File: src/rtl/bsae_pkg.sv
// Shared constants and types for the block-scaled 4-bit audio encoder.
package bsae_pkg;

    localparam int BLOCK_LEN = 16;
    localparam int ADDR_W    = $clog2(BLOCK_LEN);
    localparam int CNT_W     = $clog2(BLOCK_LEN + 1);
    localparam int MAX_SCALE = 12;
    localparam int SCALE_W   = 4;
    localparam int SAMPLE_W  = 16;
    localparam int CODE_W    = 4;
    localparam int BYTE_W    = 8;

    typedef logic signed [SAMPLE_W-1:0] sample_t;
    typedef logic [CODE_W-1:0]          code_t;

    // Control from the sequencer to the sample buffer.
    typedef struct packed {
        logic              wr_en;
        logic              clear;
        logic [ADDR_W-1:0] rd_addr;
    } buf_ctrl_t;

endpackage

File: src/rtl/bsae_buffer.sv
// Sample memory with fill count and running extremes of the block, zero included.
module bsae_buffer import bsae_pkg::*; (
    input  logic             aclk,
    input  logic             aresetn,
    input  buf_ctrl_t        ctrl,
    input  sample_t          wr_data,
    output sample_t          rd_data,
    output logic [CNT_W-1:0] fill,
    output sample_t          blk_min,
    output sample_t          blk_max
);

    sample_t          mem [BLOCK_LEN];
    sample_t          rd_data_reg;
    logic [CNT_W-1:0] fill_reg, fill_next;
    sample_t          min_reg, min_next;
    sample_t          max_reg, max_next;

    // Writes happen only while filling; reads are registered and unconditional, and used only while emitting.
    always_ff @(posedge aclk) begin
        if (ctrl.wr_en) begin
            mem[fill_reg[ADDR_W-1:0]] <= wr_data;
        end
        rd_data_reg <= mem[ctrl.rd_addr];
    end

    always_comb begin
        fill_next = fill_reg;
        min_next  = min_reg;
        max_next  = max_reg;
        if (ctrl.clear) begin
            fill_next = '0;
            min_next  = '0;
            max_next  = '0;
        end else if (ctrl.wr_en) begin
            fill_next = fill_reg + CNT_W'(1);
            if (wr_data < min_reg) begin
                min_next = wr_data;
            end
            if (wr_data > max_reg) begin
                max_next = wr_data;
            end
        end
    end

    always_ff @(posedge aclk) begin
        if (!aresetn) begin
            fill_reg <= '0;
            min_reg  <= '0;
            max_reg  <= '0;
        end else begin
            fill_reg <= fill_next;
            min_reg  <= min_next;
            max_reg  <= max_next;
        end
    end

    assign rd_data = rd_data_reg;
    assign fill    = fill_reg;
    assign blk_min = min_reg;
    assign blk_max = max_reg;

endmodule

File: src/rtl/bsae_quant.sv
// Scale selection register and per-sample 4-bit quantiser.
module bsae_quant import bsae_pkg::*; (
    input  logic               aclk,
    input  logic               scale_load,
    input  sample_t            blk_min,
    input  sample_t            blk_max,
    input  sample_t            sample,
    output logic [SCALE_W-1:0] scale,
    output code_t              code
);

    localparam int MAG_W   = SAMPLE_W + 1;
    localparam int POS_MAX = 7;
    localparam int NEG_MAX = 8;

    logic [SCALE_W-1:0]      pick;
    logic [SCALE_W-1:0]      scale_reg;
    logic signed [MAG_W-1:0] ext;
    logic [MAG_W-1:0]        mag;
    logic [MAG_W-1:0]        half;
    logic [MAG_W:0]          rnd;
    logic [MAG_W:0]          qm;
    logic                    positive;
    code_t                   lim;
    code_t                   q4;

    // Smallest scale that holds both extremes; clamps at the top scale.
    always_comb begin
        pick = SCALE_W'(MAX_SCALE);
        for (int s = MAX_SCALE - 1; s >= 0; s--) begin
            if ((int'(blk_min) >= -8 * (1 << s)) && (int'(blk_max) <= 7 * (1 << s))) begin
                pick = SCALE_W'(s);
            end
        end
    end

    always_ff @(posedge aclk) begin
        if (scale_load) begin
            scale_reg <= pick;
        end
    end

    // Round half away from zero on the magnitude, then force non-zero and saturate.
    always_comb begin
        ext      = {sample[SAMPLE_W-1], sample};
        mag      = sample[SAMPLE_W-1] ? MAG_W'(-ext) : MAG_W'(ext);
        half     = (scale_reg == '0) ? '0 : (MAG_W'(1) << (scale_reg - SCALE_W'(1)));
        rnd      = {1'b0, mag} + {1'b0, half};
        qm       = rnd >> scale_reg;
        positive = !sample[SAMPLE_W-1] && (sample != '0);
        lim      = positive ? CODE_W'(POS_MAX) : CODE_W'(NEG_MAX);
        if (qm == '0) begin
            q4 = CODE_W'(1);
        end else if (qm > (MAG_W+1)'(lim)) begin
            q4 = lim;
        end else begin
            q4 = qm[CODE_W-1:0];
        end
        code = positive ? q4 : q4 + CODE_W'(POS_MAX);
    end

    assign scale = scale_reg;

endmodule

File: src/rtl/block_scaled_4bit_audio_encoder.sv
// Top level: sequencer and output register of the block-scaled 4-bit audio encoder.
// Input takes one sample word per cycle while a block fills; after the word that
// completes the block (full, or marked by s_tlast) the input stalls while it is emitted.
// The header word passes through the scale state, the header state and the output
// register after that word, then the code words follow, each packing two samples read
// from memory, as m_tready allows. Reset (aresetn low at a clock edge) empties the block,
// clears the extremes and drops m_tvalid; the memory keeps its contents.
module block_scaled_4bit_audio_encoder import bsae_pkg::*; (
    input  logic        aclk,
    input  logic        aresetn,
    input  logic        s_tvalid,
    output logic        s_tready,
    input  logic [15:0] s_tdata,   // [15:0] sample
    input  logic        s_tlast,   // end_of_stream
    output logic        m_tvalid,
    input  logic        m_tready,
    output logic [7:0]  m_tdata,   // [7:0] out_byte
    output logic [1:0]  m_tuser,   // [0] is_header, [1] stream_done
    output logic        m_tlast    // block_done
);

    typedef enum logic [2:0] {
        ST_FILL,
        ST_SCALE,
        ST_HDR,
        ST_HI,
        ST_LO
    } state_t;

    state_t             state_reg, state_next;
    logic [CNT_W-1:0]   n_reg, n_next;        // samples in the block being emitted
    logic [CNT_W-1:0]   idx_reg, idx_next;    // index of the high-nibble sample
    logic               eos_reg, eos_next;
    code_t              hi_reg, hi_next;
    logic               vld_reg, vld_next;
    logic [BYTE_W-1:0]  byte_reg, byte_next;
    logic               hdr_reg, hdr_next;
    logic               bdone_reg, bdone_next;
    logic               sdone_reg, sdone_next;

    buf_ctrl_t          bctl;
    sample_t            rd_data;
    logic [CNT_W-1:0]   fill;
    sample_t            blk_min;
    sample_t            blk_max;
    logic [SCALE_W-1:0] scale;
    code_t              code;
    logic               scale_load;

    logic               in_acc;
    logic               out_free;
    logic [CNT_W-1:0]   fill_inc;
    logic [CNT_W-1:0]   idx_p1;
    logic [CNT_W-1:0]   idx_p2;
    logic               last_word;

    bsae_buffer u_buffer (
        .aclk    (aclk),
        .aresetn (aresetn),
        .ctrl    (bctl),
        .wr_data (sample_t'(s_tdata)),
        .rd_data (rd_data),
        .fill    (fill),
        .blk_min (blk_min),
        .blk_max (blk_max)
    );

    bsae_quant u_quant (
        .aclk       (aclk),
        .scale_load (scale_load),
        .blk_min    (blk_min),
        .blk_max    (blk_max),
        .sample     (rd_data),
        .scale      (scale),
        .code       (code)
    );

    assign s_tready  = (state_reg == ST_FILL);
    assign in_acc    = s_tvalid && s_tready;
    assign out_free  = !vld_reg || m_tready;
    assign fill_inc  = fill + CNT_W'(1);
    assign idx_p1    = idx_reg + CNT_W'(1);
    assign idx_p2    = idx_reg + CNT_W'(2);
    assign last_word = (idx_p2 >= n_reg);

    always_comb begin
        state_next   = state_reg;
        n_next       = n_reg;
        idx_next     = idx_reg;
        eos_next     = eos_reg;
        hi_next      = hi_reg;
        vld_next     = vld_reg && !m_tready;
        byte_next    = byte_reg;
        hdr_next     = hdr_reg;
        bdone_next   = bdone_reg;
        sdone_next   = sdone_reg;
        scale_load   = 1'b0;
        bctl.wr_en   = 1'b0;
        bctl.clear   = 1'b0;
        bctl.rd_addr = '0;

        case (state_reg)
            ST_FILL: begin
                bctl.wr_en = in_acc;
                if (in_acc && (s_tlast || (fill_inc == CNT_W'(BLOCK_LEN)))) begin
                    n_next     = fill_inc;
                    eos_next   = s_tlast;
                    state_next = ST_SCALE;
                end
            end
            ST_SCALE: begin
                // extremes now include the final sample
                scale_load = 1'b1;
                state_next = ST_HDR;
            end
            ST_HDR: begin
                bctl.rd_addr = '0;
                if (out_free) begin
                    vld_next   = 1'b1;
                    byte_next  = {scale, 4'b0000};
                    hdr_next   = 1'b1;
                    bdone_next = 1'b0;
                    sdone_next = 1'b0;
                    idx_next   = '0;
                    state_next = ST_HI;
                end
            end
            ST_HI: begin
                hi_next      = code;
                bctl.rd_addr = idx_p1[ADDR_W-1:0];
                state_next   = ST_LO;
            end
            ST_LO: begin
                // hold the low-sample address while stalled, else fetch the next pair's high sample
                bctl.rd_addr = out_free ? idx_p2[ADDR_W-1:0] : idx_p1[ADDR_W-1:0];
                if (out_free) begin
                    vld_next   = 1'b1;
                    byte_next  = {hi_reg, (idx_p1 < n_reg) ? code : code_t'(0)};
                    hdr_next   = 1'b0;
                    bdone_next = last_word;
                    sdone_next = last_word && eos_reg;
                    if (last_word) begin
                        bctl.clear = 1'b1;
                        state_next = ST_FILL;
                    end else begin
                        idx_next   = idx_p2;
                        state_next = ST_HI;
                    end
                end
            end
            default: begin
                state_next = ST_FILL;
            end
        endcase
    end

    always_ff @(posedge aclk) begin
        if (!aresetn) begin
            state_reg <= ST_FILL;
            vld_reg   <= 1'b0;
        end else begin
            state_reg <= state_next;
            vld_reg   <= vld_next;
        end
        n_reg     <= n_next;
        idx_reg   <= idx_next;
        eos_reg   <= eos_next;
        hi_reg    <= hi_next;
        byte_reg  <= byte_next;
        hdr_reg   <= hdr_next;
        bdone_reg <= bdone_next;
        sdone_reg <= sdone_next;
    end

    assign m_tvalid   = vld_reg;
    assign m_tdata    = byte_reg;
    assign m_tuser[0] = hdr_reg;
    assign m_tuser[1] = sdone_reg;
    assign m_tlast    = bdone_reg;

    // The buffer never takes a word once it is full.
    a_no_overfill: assert property (@(posedge aclk) disable iff (!aresetn)
        s_tready |-> (fill < CNT_W'(BLOCK_LEN)))
        else $error("sample accepted into a full buffer");

    // A header carries a legal scale and a zero filter nibble, and never ends a block.
    a_header_form: assert property (@(posedge aclk) disable iff (!aresetn)
        (m_tvalid && m_tuser[0]) |->
            ((m_tdata[7:4] <= SCALE_W'(MAX_SCALE)) && (m_tdata[3:0] == 4'b0000) && !m_tlast))
        else $error("malformed header word");

    // End of stream is flagged only on the closing word of a block.
    a_stream_on_block_end: assert property (@(posedge aclk) disable iff (!aresetn)
        (m_tvalid && m_tuser[1]) |-> m_tlast)
        else $error("stream_done without block_done");

    // Input reopens only after the closing word of a block has been loaded.
    a_reopen_after_close: assert property (@(posedge aclk) disable iff (!aresetn)
        $rose(s_tready) |-> (m_tvalid && m_tlast))
        else $error("input reopened before block closed");

endmodule
File: config.mk
export PLATFORM = sky130hd
export DESIGN_NAME = block_scaled_4bit_audio_encoder
export DESIGN_NICKNAME = d
export VERILOG_FILES = /design/src/rtl/bsae_pkg.sv /design/src/rtl/bsae_buffer.sv /design/src/rtl/bsae_quant.sv /design/src/rtl/block_scaled_4bit_audio_encoder.sv
export SDC_FILE = /design/constraint.sdc
export NUM_CORES = 1
export LEC_CHECK = 0
export BUFFER_PORTS_ARGS = -buffer_cell sky130_fd_sc_hd__buf_2
export CORE_ASPECT_RATIO = 0.75
export CORE_MARGIN = 4
export CORE_UTILIZATION = 40
export DETAILED_ROUTE_END_ITERATION = 12
export HOLD_SLACK_MARGIN = 0.03
export SLEW_MARGIN = 20
export SYNTH_ARGS = -nofsm -noshare
export SYNTH_HDL_FRONTEND = slang
export SYNTH_HIERARCHICAL = 1
export SYNTH_SLANG_ARGS = --single-unit
File: constraint.sdc
create_clock -name aclk -period 7.9 [get_ports aclk]
set_input_delay 0.79 -clock aclk [delete_from_list [all_inputs] [get_ports aclk]]
set_output_delay 0.79 -clock aclk [all_outputs]
set_load 0.02 [all_outputs]
* Word level (Yosys, flattened, before mapping) *
Memories as Yosys holds them, arrays and structs flattened. A register that Yosys moved wholly into a read port is not among the register bits.
Cells that the tools add are included.

word-level totals
  bits in registers = 71
  latch bits = 0
  RAM bits = 256
  bits in read-only memories = 0
  input port bits = 21
  output and inout port bits = 13
  memories kept = 1

operators by class
  $add $sub $neg = 7
  $mul = 0
  div/mod/pow operators = 0
  order comparisons = 29
  equality and inequality tests = 9
  shifts and indexed selects = 2
  mux-type cells = 48
  bitwise operators = 1
  reduce and logical (&&, ||, !) cells = 38

memory list
  memory        depth  bits a word  read ports  clocked after memory_dff  wr ports  line               source
  u_buffer.mem  16     16           1           1                         1         bsae_buffer.sv:13  sample_t mem [BLOCK_LEN];

operator list
  cell                                                                                 number
  17-bit 2-to-1 mux                                                                    2
  3-bit 2-to-1 mux                                                                     11
  4-bit 2-to-1 mux                                                                     6
  17-bit by 17-bit adder with 18-bit output                                            1
  18-bit by 4-bit > comparator with 1-bit output                                       1
  18-bit zero test                                                                     1
  18-bit by 4-bit >> shifter with 18-bit output                                        1
  1-bit logical AND                                                                    17
  16-bit negation with 17-bit output                                                   1
  1-bit by 4-bit << shifter with 17-bit output (first input constant)                  1
  16-bit by 10-bit >= comparator with 1-bit output (second input constant)             1
  16-bit by 11-bit >= comparator with 1-bit output (second input constant)             1
  16-bit by 12-bit >= comparator with 1-bit output (second input constant)             1
  16-bit by 13-bit >= comparator with 1-bit output (second input constant)             1
  16-bit by 14-bit >= comparator with 1-bit output (second input constant)             1
  16-bit by 15-bit >= comparator with 1-bit output (second input constant)             1
  16-bit by 4-bit >= comparator with 1-bit output (second input constant)              1
  16-bit by 5-bit >= comparator with 1-bit output (second input constant)              1
  16-bit by 6-bit >= comparator with 1-bit output (second input constant)              1
  16-bit by 7-bit >= comparator with 1-bit output (second input constant)              1
  16-bit by 8-bit >= comparator with 1-bit output (second input constant)              1
  16-bit by 9-bit >= comparator with 1-bit output (second input constant)              1
  16-bit > comparator                                                                  1
  16-bit by 10-bit less-or-equal comparator with 1-bit output (second input constant)  1
  other kinds (46)                                                                     78

* Logic depth before layout (Yosys ltp) *
Gate-level depths: netlist of run 1.

  depth in word-level cells = 13
  mapped depth = 31

* Hierarchy *
Netlist of run 1, hierarchy kept.

by module, submodules not included
  module                           times used  cells each  area an instance (um2)  seq. area each (um2)
  bsae_buffer                      1           650         12346.8                 8748.4
  bsae_quant                       1           422         2982.9                  120.1
  block_scaled_4bit_audio_encoder  1           135         1557.7                  830.8

* Worst setup path after synthesis of run 1 *
No wires, ideal clock.

  path type = reg-to-reg
  from = register u_quant.scale_reg[2] (netlist: u_quant/scale[2])
  to = register byte_reg[2] (netlist: m_tdata[2]) (data pin)
  setup time = 0.255 ns
  arrival time = 5.451 ns
  data required time = 7.645 ns
  setup slack = 2.195 ns
  stages on the path, launching flop included = 26
  buffers on the path = 2
  period minus slack after synthesis = 5.705 ns
  cells stage by stage = edfxtp_1 -> clkdlybuf4s50_2 -> or2_2 -> nor2_1 -> ha_1 -> fa_1 -> a21o_1 -> a221oi_4 -> a222oi_1 -> a211o_1 -> and2_0 -> o31a_1 -> a211oi_2 -> ha_1 -> nor2b_1 -> o21ai_0 -> nand2b_1 -> a21oi_1 -> a41o_1 -> and3_1 -> buf_6 -> a22oi_1 -> ha_1 -> nor3_1 -> a211oi_1 -> and2_1

between the ends
  word-level cells in the longest chain between the ends = 13
  elaborated cells on any way between the ends = 15

RTL lines
  item                                               line                                    source
  from (decl)                                        bsae_quant.sv:17                        logic [SCALE_W-1:0] scale_reg;
  from (signal assigned)                             bsae_quant.sv:39                        scale_reg <= pick;
  4-bit by 1-bit subtractor with 4-bit output        bsae_quant.sv:47                        half = (scale_reg == '0) ? '0 : (MAG_W'(1) << (scale_reg - SCALE_W'(1)));
  1-bit by 4-bit << shifter with 17-bit output       bsae_quant.sv:47
  17-bit 2-to-1 mux                                  bsae_quant.sv:47
  17-bit by 17-bit adder with 18-bit output          bsae_quant.sv:48                        rnd = {1'b0, mag} + {1'b0, half};
  18-bit by 4-bit >> shifter with 18-bit output (*)  bsae_quant.sv:49                        qm = rnd >> scale_reg;
  18-bit by 4-bit > comparator with 1-bit output     bsae_quant.sv:54                        end else if (qm > (MAG_W+1)'(lim)) begin
  4-bit 2-to-1 mux                                   bsae_quant.sv:54
  4-bit 2-to-1 mux (*)                               bsae_quant.sv:52                        if (qm == '0) begin
  4-bit by 3-bit adder with 4-bit output             bsae_quant.sv:59                        code = positive ? q4 : q4 + CODE_W'(POS_MAX);
  4-bit 2-to-1 mux (*)                               bsae_quant.sv:59
  via code[2]                                        block_scaled_4bit_audio_encoder.sv:47   code_t code;
  4-bit 2-to-1 mux (*)                               block_scaled_4bit_audio_encoder.sv:138  byte_next = {hi_reg, (idx_p1 < n_reg) ? code : code_t'(0)};
  8-bit 2-to-1 mux (*)                               block_scaled_4bit_audio_encoder.sv:136  if (out_free) begin
  8-bit one-hot mux with 2 select lines (*)          block_scaled_4bit_audio_encoder.sv:102  case (state_reg)
  to (signal assigned)                               block_scaled_4bit_audio_encoder.sv:169  byte_reg <= byte_next;
  to (decl)                                          block_scaled_4bit_audio_encoder.sv:36   logic [BYTE_W-1:0] byte_reg, byte_next;

Mark *: on every way through the listed nets, which the timed path passes. The rest lies on a longest branch. The select of a mux whose other input is x is not followed.
A chain may end at the register's enable or synchronous reset.

* Worst setup path in the final report of run 1 *
  from = register u_quant.scale_reg[0] (netlist: u_quant/scale[0])
  to = register byte_reg[2] (netlist: m_tdata[2]) (data pin)

The elaborated chain is that of the path after synthesis.

==> flow_summary_export.csv, run 1 <==
group,metric,value,unit
sta,fin_hold_ws,462,ps
yosys,netlist_instances,1207,
power_and_ir_drop,peakVddDrop,0.132,mV
yosys,syn_nets,1297,
yosys,netlist_area,16900,um2
critical_path,rrSetupSlack,730,ps
clock_tree,clock_latency,530,ps
route,wl_per_cell,21.5,um
power_and_ir_drop,intPower,0.00335,W
worst_hold_path,hold_path.class,"register to register",
floorplan,io_pins,34,
route,wirelength,39.4,mm
cells_and_area,area_growth_syn_to_layout,11.2,%
floorplan,num_rows,64,
clock_tree,path_clk_slew,60,ps
global_routing,antenna_found_initial,0,
power_and_ir_drop,p_seq_share,44.9,%
clock_tree,cts_buffer_depth,3,
sta,fin_ws,731,ps
critical_path,cp_cell_sequence,"clkinv_1 -> nand2_1 -> nor2_1 -> fa_1 -> a21o_1 -> a221oi_4 -> o21bai_4 -> o41ai_4 -> nand2_1 -> a311oi_1 -> a211oi_2 -> ha_1 -> nor2b_1 -> o21ai_0 -> nand2b_1 -> a21oi_1 -> a41o_1 -> and3_1 -> a22oi_1 -> ha_1 -> nand2_1 -> mux2i_1 -> a211oi_1 -> and2_1",
clock_tree,cts_root_buf,"clkbuf_16",
route,drt_iter0_markers,930,
sta,worst_pin_slew,1150,ps
yosys,yosys-top-cells-area,"edfxtp_1 (51%), mux4_2 (11%), dfxtp_1 (6.8%)",
placement,port_buffers,33,
yosys,ys_seq_area_share,57.4,%
sta,rsz0062_at_grt,"no",
outcome,status,"completed",
critical_path,startpoint_type,"register",
power_and_ir_drop,switching_share,27.9,%
yosys,synthFlopType,"edfxtp_1",
placement,pre_cts_slack,936,ps
floorplan,die_w,245,um
power_and_ir_drop,p_per_area,247,nW/um2
clock_tree,cts.htree.levels,2,
power_and_ir_drop,p_sw,0.00130,W
sta,tns,0,ps
sta,finalClockSkew,19.8,ps
sta,fmax,0.139,GHz
clock_tree,ctsResizeCount,0,
route,antenna_left,0,
cells_and_area,drive_gt1_share,19.3,%
global_routing,grt_max_degree,65,
critical_path,worstPathRequired,8280,ps
floorplan,coreArea,41200,um2
yosys,synth_top_area_share,50.7,%
critical_path,path_class,"register to register",
global_routing,grt_first_pass_wirelength,61.5,mm
run,maxCapViolCount,0,
placement,gp_congestion,0.851,
critical_path,critical_path.startpoint,"u_quant/scale[0]$_SDFFCE_PP0P_",
route,drc,0,
clock_tree,clock-sinks,342,
floorplan,dieArea,45600,um2
yosys,async_flop_share,0,%
critical_path,critical-path-max-stage-delay,780,ps
clock_tree,cts_tree,"built",
sta,fin_crit,7170,ps
yosys,yosys-top-cells-count,"edfxtp_1 (285), nand2_1 (108), mux4_2 (84), ha_1 (68), nor2_1 (59)",
clock_tree,cts_inserted_buffers,36,
sta,slew-limit-headroom,23.5,%
power_and_ir_drop,clkPwrFrac,36.4,%
critical_path,worstPathArrival,7550,ps
power_and_ir_drop,p_leak,6.50,nW
yosys,ys_warn_count,6,
critical_path,crit_fanout,20,
global_routing,grt_usage,17.5,%
yosys,synth_top_cell_by_area,"edfxtp_1",
sta,hold_viol,0,
sta,maxSlewViolCount,0,
critical_path,r2r_cells,24,
yosys,ys_types,105,
cells_and_area,nNetsFinal,1330,
sta,post-route-period-util,90.7,%
cells_and_area,n_fill_cell,3624,
cells_and_area,fin_util,45.5,%
route,post_drt_via_cell_ratio,5.55,
yosys,synth_most_common_cell,"edfxtp_1",
placement,hpwlAfterDp,25.3,mm
yosys,synth_edf_count,285,
power_and_ir_drop,pwr-share-comb,18.7,%
critical_path,endpoint,"m_tdata[2]$_SDFFCE_PP0P_",
cells_and_area,largest_reg_flops,256,
critical_path,rr_startpoint,"u_quant/scale[0]$_SDFFCE_PP0P_",
floorplan,initial_core_util,40.9,%
yosys,ys_seq_elements,342,
critical_path,cp_common_cell,"nand2_1",
clock_tree,post_cts_buffers,0,
sta,setup_viol,0,
global_routing,grt_overflow,0,
global_routing,grt_pass1_vias,10182,
floorplan,dieHeight,186,um
yosys,syn_avg_cell_area,14.0,um2
power_and_ir_drop,totalPowerFinal,0.00465,W
clock_tree,cts_hold_buf,0,
critical_path,cp_slowest_cell,"edfxtp_1",
route,vias,10169,
route,drt-pass1-iter-count,5,
critical_path,critPathCaptureType,"register",
critical_path,reg2reg_to,"m_tdata[2]$_SDFFCE_PP0P_",
-- area by class of cell --
cell class	count	area, um2	area share, %
Antenna cell	3	7.51	0.0400
Clock buffer	46	1010	5.38
Clock inverter	19	173	0.919
Inverter	59	226	1.21
Multi-Input combinational cell	752	6670	35.5
Sequential cell	342	9700	51.6
Tap cell	561	702	3.74
Timing Repair Buffer	49	293	1.56
-- critical path: cells and delay by family (launching register included) --
family                     cells  cell delay, ps
AOI/OAI and AO/OA             11            2940
adders and majority gates      3            1040
buffers and inverters          1             650
DFF                            1             780
muxes                          1              60
and+or+nand+nor                8            1540
-- layer usage --
metal  vias to the layer above  track usage [%]  wire, um
li1                       4723                -         -
met1                      5132             27.0     19500
met2                       264             26.5     17100
met3                        50             2.65      2190
met4                         0             3.44       570
met5                         -                0         0
-- power by group through the flow --
stage	clock network (W)	logic, W	registers (W)
floorplan	0	0.000673	0.00209
detailed placement	0	0.000855	0.00213
global placement	0	0.000849	0.00212
finish	0.00169	0.000870	0.00209
global route	0.00182	0.000957	0.00210
CTS	0.00173	0.000861	0.00209
-- cells in the final DEF, fill, tap and decap left out, types with 9 or more instances in the layout --
cell       synthesis  layout
and2_2             3       9
xnor2_1           21      21
inv_1             56      56
ha_1              68      68
nor2b_1           12      11
mux4_2            84      84
nor3_1            22      22
and2_1            29      23
edfxtp_1         285     285
a21oi_1           50      50
o21ai_0           31      31
nand3_1           17      17
nor2_1            59      58
clkbuf_16          0      38
dfxtp_1           57      57
buf_2              8      33
buf_4              9      15
nand4_1           12      12
mux2i_1           36      36
xor2_1            11      11
a21o_1            14      13
nand2b_1          13      13
nand2_1          108     108
-- kinds of logic after synthesis --
family,share of synthesized area [%]
flops,57.4
simple gates,10.0
compound gates,8.87
mux,13.5
buf+inv,3.27
fa+ha+maj,5.16
xor+xnor,1.76
other cells,0.0222
-- worst min path at each step --
stage	endpoint	slack, ps	cells past startpoint	start
final	u_buffer/blk_min[1]$_SDFFE_PP0P_	460	2	u_buffer/blk_min[1]$_SDFFE_PP0P_
after detailed placement	u_buffer/blk_min[1]$_SDFFE_PP0P_	450	2	u_buffer/blk_min[1]$_SDFFE_PP0P_
after global routing	eos_reg$_DFFE_PP_	470	1	s_tlast
after global placement	u_buffer/blk_min[2]$_SDFFE_PP0P_	450	2	u_buffer/blk_min[2]$_SDFFE_PP0P_
after CTS	u_buffer/blk_min[1]$_SDFFE_PP0P_	460	2	u_buffer/blk_min[1]$_SDFFE_PP0P_
after floorplan	u_buffer/blk_min[1]$_SDFFE_PP0P_	440	2	u_buffer/blk_min[1]$_SDFFE_PP0P_
-- stage by stage --
step	area, um2	std cells
2_1_floorplan	16900	1207
3_3_place_gp	17600	1762
3_5_place_dp	17600	1762
4_1_cts	18800	1827
5_1_grt	18800	1828
6_report	18800	1831
(Power assumes the default switching activity.)
==> inputs of run 2 (changes only) <==
--- a/config.mk
+++ b/config.mk
@@ -10,6 +10,7 @@
 export CORE_MARGIN = 4
 export CORE_UTILIZATION = 40
 export DETAILED_ROUTE_END_ITERATION = 12
+export GPL_TIMING_DRIVEN = 0
 export HOLD_SLACK_MARGIN = 0.03
 export SLEW_MARGIN = 20
 export SYNTH_ARGS = -nofsm -noshare
==> run 2 against run 1 <==
  * Sequential power about the same
  * First-iteration DRC count down 11%
  * Highest routed layer unchanged
  * Clock skew up 1.1 ps
  * Critical endpoint unchanged
  * Core utilization up 0.24 points
  * Flip-flop and latch count unchanged
  * Largest power group unchanged
  * Register-to-register slack about the same
  * Critical path depth up 1
==> flow_summary_export.csv, run 2 (same netlist as run 1, synthesis figures left out) <==
group,metric,value,unit
route,post_drt_via_cell_ratio,5.61,
route,wl_per_cell,21.3,um
cells_and_area,final_cells,1865,
floorplan,io_pins,34,
critical_path,worstPathRequired,8300,ps
clock_tree,post_cts_buffers,0,
sta,rsz0062_at_grt,"no",
power_and_ir_drop,pwr-share-comb,20.0,%
sta,hold_viol,0,
cells_and_area,diodes,0,
placement,hpwlAfterDp,27.4,mm
sta,post-route-period-util,90.7,%
route,drc,0,
floorplan,dieArea,45600,um2
clock_tree,clock_latency,530,ps
sta,finalClockSkew,20.9,ps
power_and_ir_drop,p_sw,0.00128,W
route,vias,10454,
critical_path,crit_fanout,10,
sta,setup_viol,0,
run,maxCapViolCount,0,
sta,maxSlewViolCount,0,
critical_path,worstPathArrival,7560,ps
cells_and_area,area_growth_syn_to_layout,11.8,%
power_and_ir_drop,intPower,0.00331,W
floorplan,die_w,245,um
clock_tree,ctsResizeCount,0,
cells_and_area,fin_util,45.8,%
global_routing,grt_usage,17.4,%
placement,gp_congestion,0.918,
global_routing,grt_first_pass_wirelength,61.2,mm
global_routing,grt_pass1_vias,10387,
critical_path,critPathCaptureType,"register",
cells_and_area,drive_gt1_share,18.6,%
sta,fmax,0.139,GHz
cells_and_area,layout_common_cells,"edfxtp_1 (285), nand2_1 (108), mux4_2 (84), ha_1 (68), nor2_1 (59)",
cells_and_area,nNetsFinal,1369,
sta,tns,0,ps
outcome,status,"completed",
placement,dp.cells,1802,
clock_tree,cts_hold_buf,0,
critical_path,path_class,"register to register",
power_and_ir_drop,totalPowerFinal,0.00458,W
route,drt_iter0_markers,827,
clock_tree,path_clk_slew,60,ps
clock_tree,cts_buffer_depth,3,
floorplan,initial_core_util,40.9,%
clock_tree,cts_root_buf,"clkbuf_16",
clock_tree,cts_tree,"built",
global_routing,grt_overflow,0,
global_routing,antenna_found_initial,0,
clock_tree,cts_inserted_buffers,36,
route,drt-pass1-iter-count,6,
power_and_ir_drop,p_seq_share,45.1,%
worst_hold_path,hold_path.class,"register to register",
power_and_ir_drop,peakVddDrop,0.120,mV
clock_tree,clock-sinks,342,
floorplan,coreArea,41200,um2
power_and_ir_drop,clkPwrFrac,34.9,%
sta,fin_ws,731,ps
placement,pre_cts_slack,943,ps
power_and_ir_drop,p_per_area,243,nW/um2
sta,worst_pin_slew,1170,ps
floorplan,num_rows,64,
cells_and_area,largest_reg_flops,256,
floorplan,dieHeight,186,um
power_and_ir_drop,switching_share,27.9,%
power_and_ir_drop,p_leak,6.54,nW
global_routing,grt_max_degree,20,
cells_and_area,n_fill_cell,3634,
sta,fin_crit,7170,ps
cells_and_area,final_common_cell,"edfxtp_1",
route,wirelength,39.6,mm
critical_path,startpoint_type,"register",
clock_tree,cts.htree.levels,2,
sta,slew-limit-headroom,21.7,%
placement,port_buffers,33,
route,antenna_left,0,
## run 2: cell type report
type / count / area (um2) / share of cell area [%]
Timing Repair Buffer: 34 / 173 / 0.915
Buffer: 54 / 325 / 1.72
Inverter: 59 / 226 / 1.20
Tap cell: 561 / 702 / 3.72
Clock buffer: 47 / 985 / 5.22
Sequential cell: 342 / 9700 / 51.4
Clock inverter: 16 / 124 / 0.656
Multi-Input combinational cell: 752 / 6650 / 35.2
## run 2: metrics by stage
| stage | area [um2] | hold WS (ps) |
|---|---|---|
| after floorplan | 16900 | 438 |
| final | 18900 | 468 |
| after global routing | 18900 | 455 |
| after CTS | 18900 | 447 |
| after global placement | 17800 | 454 |
| after detailed placement | 17800 | 459 |
## run 2: metal layers
layer / vias to the layer above / global-route usage (%) / routed length (um)
met2: 305 / 26.5 / 17600
met3: 49 / 3.02 / 2210
met5: - / 0 / 0
met4: 0 / 3.49 / 605
li1: 4799 / - / -
met1: 5301 / 26.5 / 19200
## run 2: critical path: stages, from the launching register on
cell      delay, ps
edfxtp_1        460
clkbuf_1        420
clkinv_1        370
nand2_1         380
nor2_1          140
fa_1            450
a21o_1          220
a221oi_4        450
a222oi_1        260
a211o_1         400
and2_0          180
o31a_1          280
a211oi_2        560
ha_1            360
nor2b_1         130
o21ai_0         140
nand2b_1         70
a21oi_1         140
a41o_1          190
o211ai_1        170
a22o_1          280
ha_1            210
nand2_1          70
mux2i_1          70
a211oi_1        440
and2_1          190
## run 2: power by group through the flow
stage          Sequential, W  Clock, W  Combinational (W)
5_1_grt              0.00207   0.00172            0.00101
3_5_place_dp         0.00211         0           0.000905
3_3_place_gp         0.00210         0           0.000892
6_report             0.00207   0.00160           0.000917
2_1_floorplan        0.00209         0           0.000673
4_1_cts              0.00207   0.00164           0.000911
## run 2: path summary, 6_finish.rpt
check,depth (start not counted),end,slack [ps],start
worst max-delay path,25,m_tdata[2]$_SDFFCE_PP0P_,730,u_quant/scale[0]$_SDFFCE_PP0P_
worst min-delay path,2,u_buffer/blk_min[2]$_SDFFE_PP0P_,470,u_buffer/blk_min[2]$_SDFFE_PP0P_
worst max register to register,25,m_tdata[2]$_SDFFCE_PP0P_,730,u_quant/scale[0]$_SDFFCE_PP0P_
worst min register to register,2,u_buffer/blk_min[2]$_SDFFE_PP0P_,470,u_buffer/blk_min[2]$_SDFFE_PP0P_
==> inputs of run 3 (changes only) <==
--- a/config.mk
+++ b/config.mk
@@ -7,12 +7,10 @@
 export LEC_CHECK = 0
 export BUFFER_PORTS_ARGS = -buffer_cell sky130_fd_sc_hd__buf_2
 export CORE_ASPECT_RATIO = 0.75
-export CORE_MARGIN = 4
 export CORE_UTILIZATION = 40
 export DETAILED_ROUTE_END_ITERATION = 12
 export GPL_TIMING_DRIVEN = 0
 export HOLD_SLACK_MARGIN = 0.03
-export SLEW_MARGIN = 20
 export SYNTH_ARGS = -nofsm -noshare
 export SYNTH_HDL_FRONTEND = slang
 export SYNTH_HIERARCHICAL = 1
==> run 3 against run 2 <==
  * Clock-buffer cell count decreased by 3
  * Setup slack gained 84 ps
  * Non-clock buffer count stayed put
  * Combinational power is 1% higher
  * Clock power is 6% higher
  * Worst hold slack worse by 7.7 ps
  * Largest cell class unchanged
  * Final area up 0.41%
  * First-iteration DRC count grew 26%
  * Register-to-register slack gained 80 ps
  * Core utilization up 0.28 points
  * Critical endpoint unchanged
  * Clock skew grew 10 ps
  * Flip-flop and latch count is the same
==> flow_summary_export.csv, run 3 (same netlist as run 1, synthesis figures left out) <==
group,metric,value,unit
outcome,status,"completed",
global_routing,grt_overflow,0,
floorplan,coreArea,41200,um2
sta,fin_hold_ws,460,ps
clock_tree,cts_inserted_buffers,34,
sta,tns,0,ps
sta,worst_pin_slew,1240,ps
cells_and_area,drive_gt1_share,18.6,%
sta,post-route-period-util,89.7,%
route,drt_iter0_markers,1046,
critical_path,cp_common_cell,"nand2_1",
power_and_ir_drop,p_per_area,248,nW/um2
power_and_ir_drop,p_leak,6.58,nW
critical_path,critical-path-max-stage-delay,650,ps
clock_tree,clock-sinks,342,
critical_path,cp_slowest_cell,"o41ai_4",
floorplan,die_w,239,um
clock_tree,cts_hold_buf,0,
route,drc,0,
route,wl_per_cell,21.5,um
sta,rsz0062_at_grt,"no",
clock_tree,cts_tree,"built",
global_routing,grt_pass1_vias,10292,
cells_and_area,layout_common_cells,"edfxtp_1 (285), nand2_1 (108), mux4_2 (84), ha_1 (68), nor2_1 (59)",
clock_tree,cts_root_buf,"clkbuf_16",
clock_tree,ctsResizeCount,0,
sta,fin_crit,7080,ps
critical_path,crit_fanout,10,
floorplan,initial_core_util,41.0,%
placement,gp_congestion,0.852,
cells_and_area,final_common_cell,"edfxtp_1",
route,wirelength,40.1,mm
route,drt-pass1-iter-count,5,
sta,setup_viol,0,
critical_path,worstPathArrival,7480,ps
cells_and_area,nNetsFinal,1367,
floorplan,num_rows,64,
critical_path,startpoint_type,"register",
critical_path,critPathCaptureType,"register",
placement,port_buffers,33,
placement,hpwlAfterDp,27.7,mm
critical_path,path_class,"register to register",
floorplan,dieArea,43100,um2
floorplan,dieHeight,180,um
cells_and_area,area_growth_syn_to_layout,12.3,%
worst_hold_path,hold_path.class,"register to register",
global_routing,antenna_found_initial,0,
critical_path,rrSetupSlack,820,ps
sta,finalClockSkew,31.0,ps
route,antenna_left,0,
global_routing,grt_first_pass_wirelength,62.2,mm
power_and_ir_drop,peakVddDrop,0.167,mV
sta,hold_viol,0,
critical_path,worstPathRequired,8300,ps
clock_tree,path_clk_slew,60,ps
clock_tree,post_cts_buffers,0,
power_and_ir_drop,totalPowerFinal,0.00469,W
sta,fmax,0.141,GHz
cells_and_area,final_cells,1865,
floorplan,io_pins,34,
clock_tree,cts_buffer_depth,3,
run,maxCapViolCount,0,
route,vias,10383,
cells_and_area,largest_reg_flops,256,
route,post_drt_via_cell_ratio,5.57,
placement,dp.cells,1802,
global_routing,grt_max_degree,20,
clock_tree,cts.htree.levels,2,
sta,maxSlewViolCount,0,
clock_tree,clock_latency,540,ps
global_routing,grt_usage,19.0,%
sta,slew-limit-headroom,17.5,%
-- run 3: cell count changes in the layout (fill, tap and decap cells not counted), moves of 4 or more --
| cell | before | now |
|---|---|---|
| clkbuf_16 | 38 | 34 |
| and2_2 | 7 | 3 |
| clkbuf_8 | 1 | 7 |
| clkbuf_1 | 30 | 25 |
| bufinv_16 | 1 | 5 |
| and2_1 | 25 | 29 |
-- run 3: cell type report --
class	count	area [um2]
Antenna cell	1	2.50
Buffer	54	325
Clock buffer	44	948
Clock inverter	18	236
Fill cell	3694	22200
Inverter	59	226
Multi-Input combinational cell	752	6640
Sequential cell	342	9700
Tap cell	561	702
Timing Repair Buffer	34	176
-- run 3: power breakdown --
part           total (W)  switching (W)  internal (W)
Combinational   0.000926       0.000556      0.000370
Sequential       0.00207      0.0000459       0.00202
Clock            0.00170       0.000685       0.00102
-- run 3: metal layers --
layer / up-vias / share of wire (%) / global-route usage (%)
met5: - / 0 / 0
met4: 0 / 1.9 / 4.18
met3: 50 / 5.6 / 3.10
met2: 290 / 43 / 27.5
met1: 5239 / 49 / 29.6
li1: 4804 / - / -
-- run 3: final timing paths --
check	start	endpoint	cells after the start
worst max-delay path	u_quant/scale[0]$_SDFFCE_PP0P_	m_tdata[2]$_SDFFCE_PP0P_	25
worst min-delay path	u_buffer/blk_min[2]$_SDFFE_PP0P_	u_buffer/blk_min[2]$_SDFFE_PP0P_	2
worst max register to register	u_quant/scale[0]$_SDFFCE_PP0P_	m_tdata[2]$_SDFFCE_PP0P_	25
worst min register to register	u_buffer/blk_min[2]$_SDFFE_PP0P_	u_buffer/blk_min[2]$_SDFFE_PP0P_	2
-- run 3: critical path: cells and delay by family, from the launching register on --
family,cells,cell delay [ps]
adder cells (fa/ha/maj),3,990
AO/OA/AOI/OAI,12,3480
flip-flops,1,430
AND/OR/NAND/NOR,7,1210
buffers and inverters,2,760
multiplexers,1,70
-- run 3: stage by stage --
| stage | area (um2) | worst slack (ps) | utilization (%) |
|---|---|---|---|
| floorplan | 16900 | 2190 | - |
| global placement | 17800 | 978 | 43.1 |
| detailed placement | 17800 | 937 | 43.2 |
| CTS | 19000 | 877 | 46.1 |
| global route | 19000 | 153 | 46.1 |
| finish | 19000 | 816 | 46.1 |
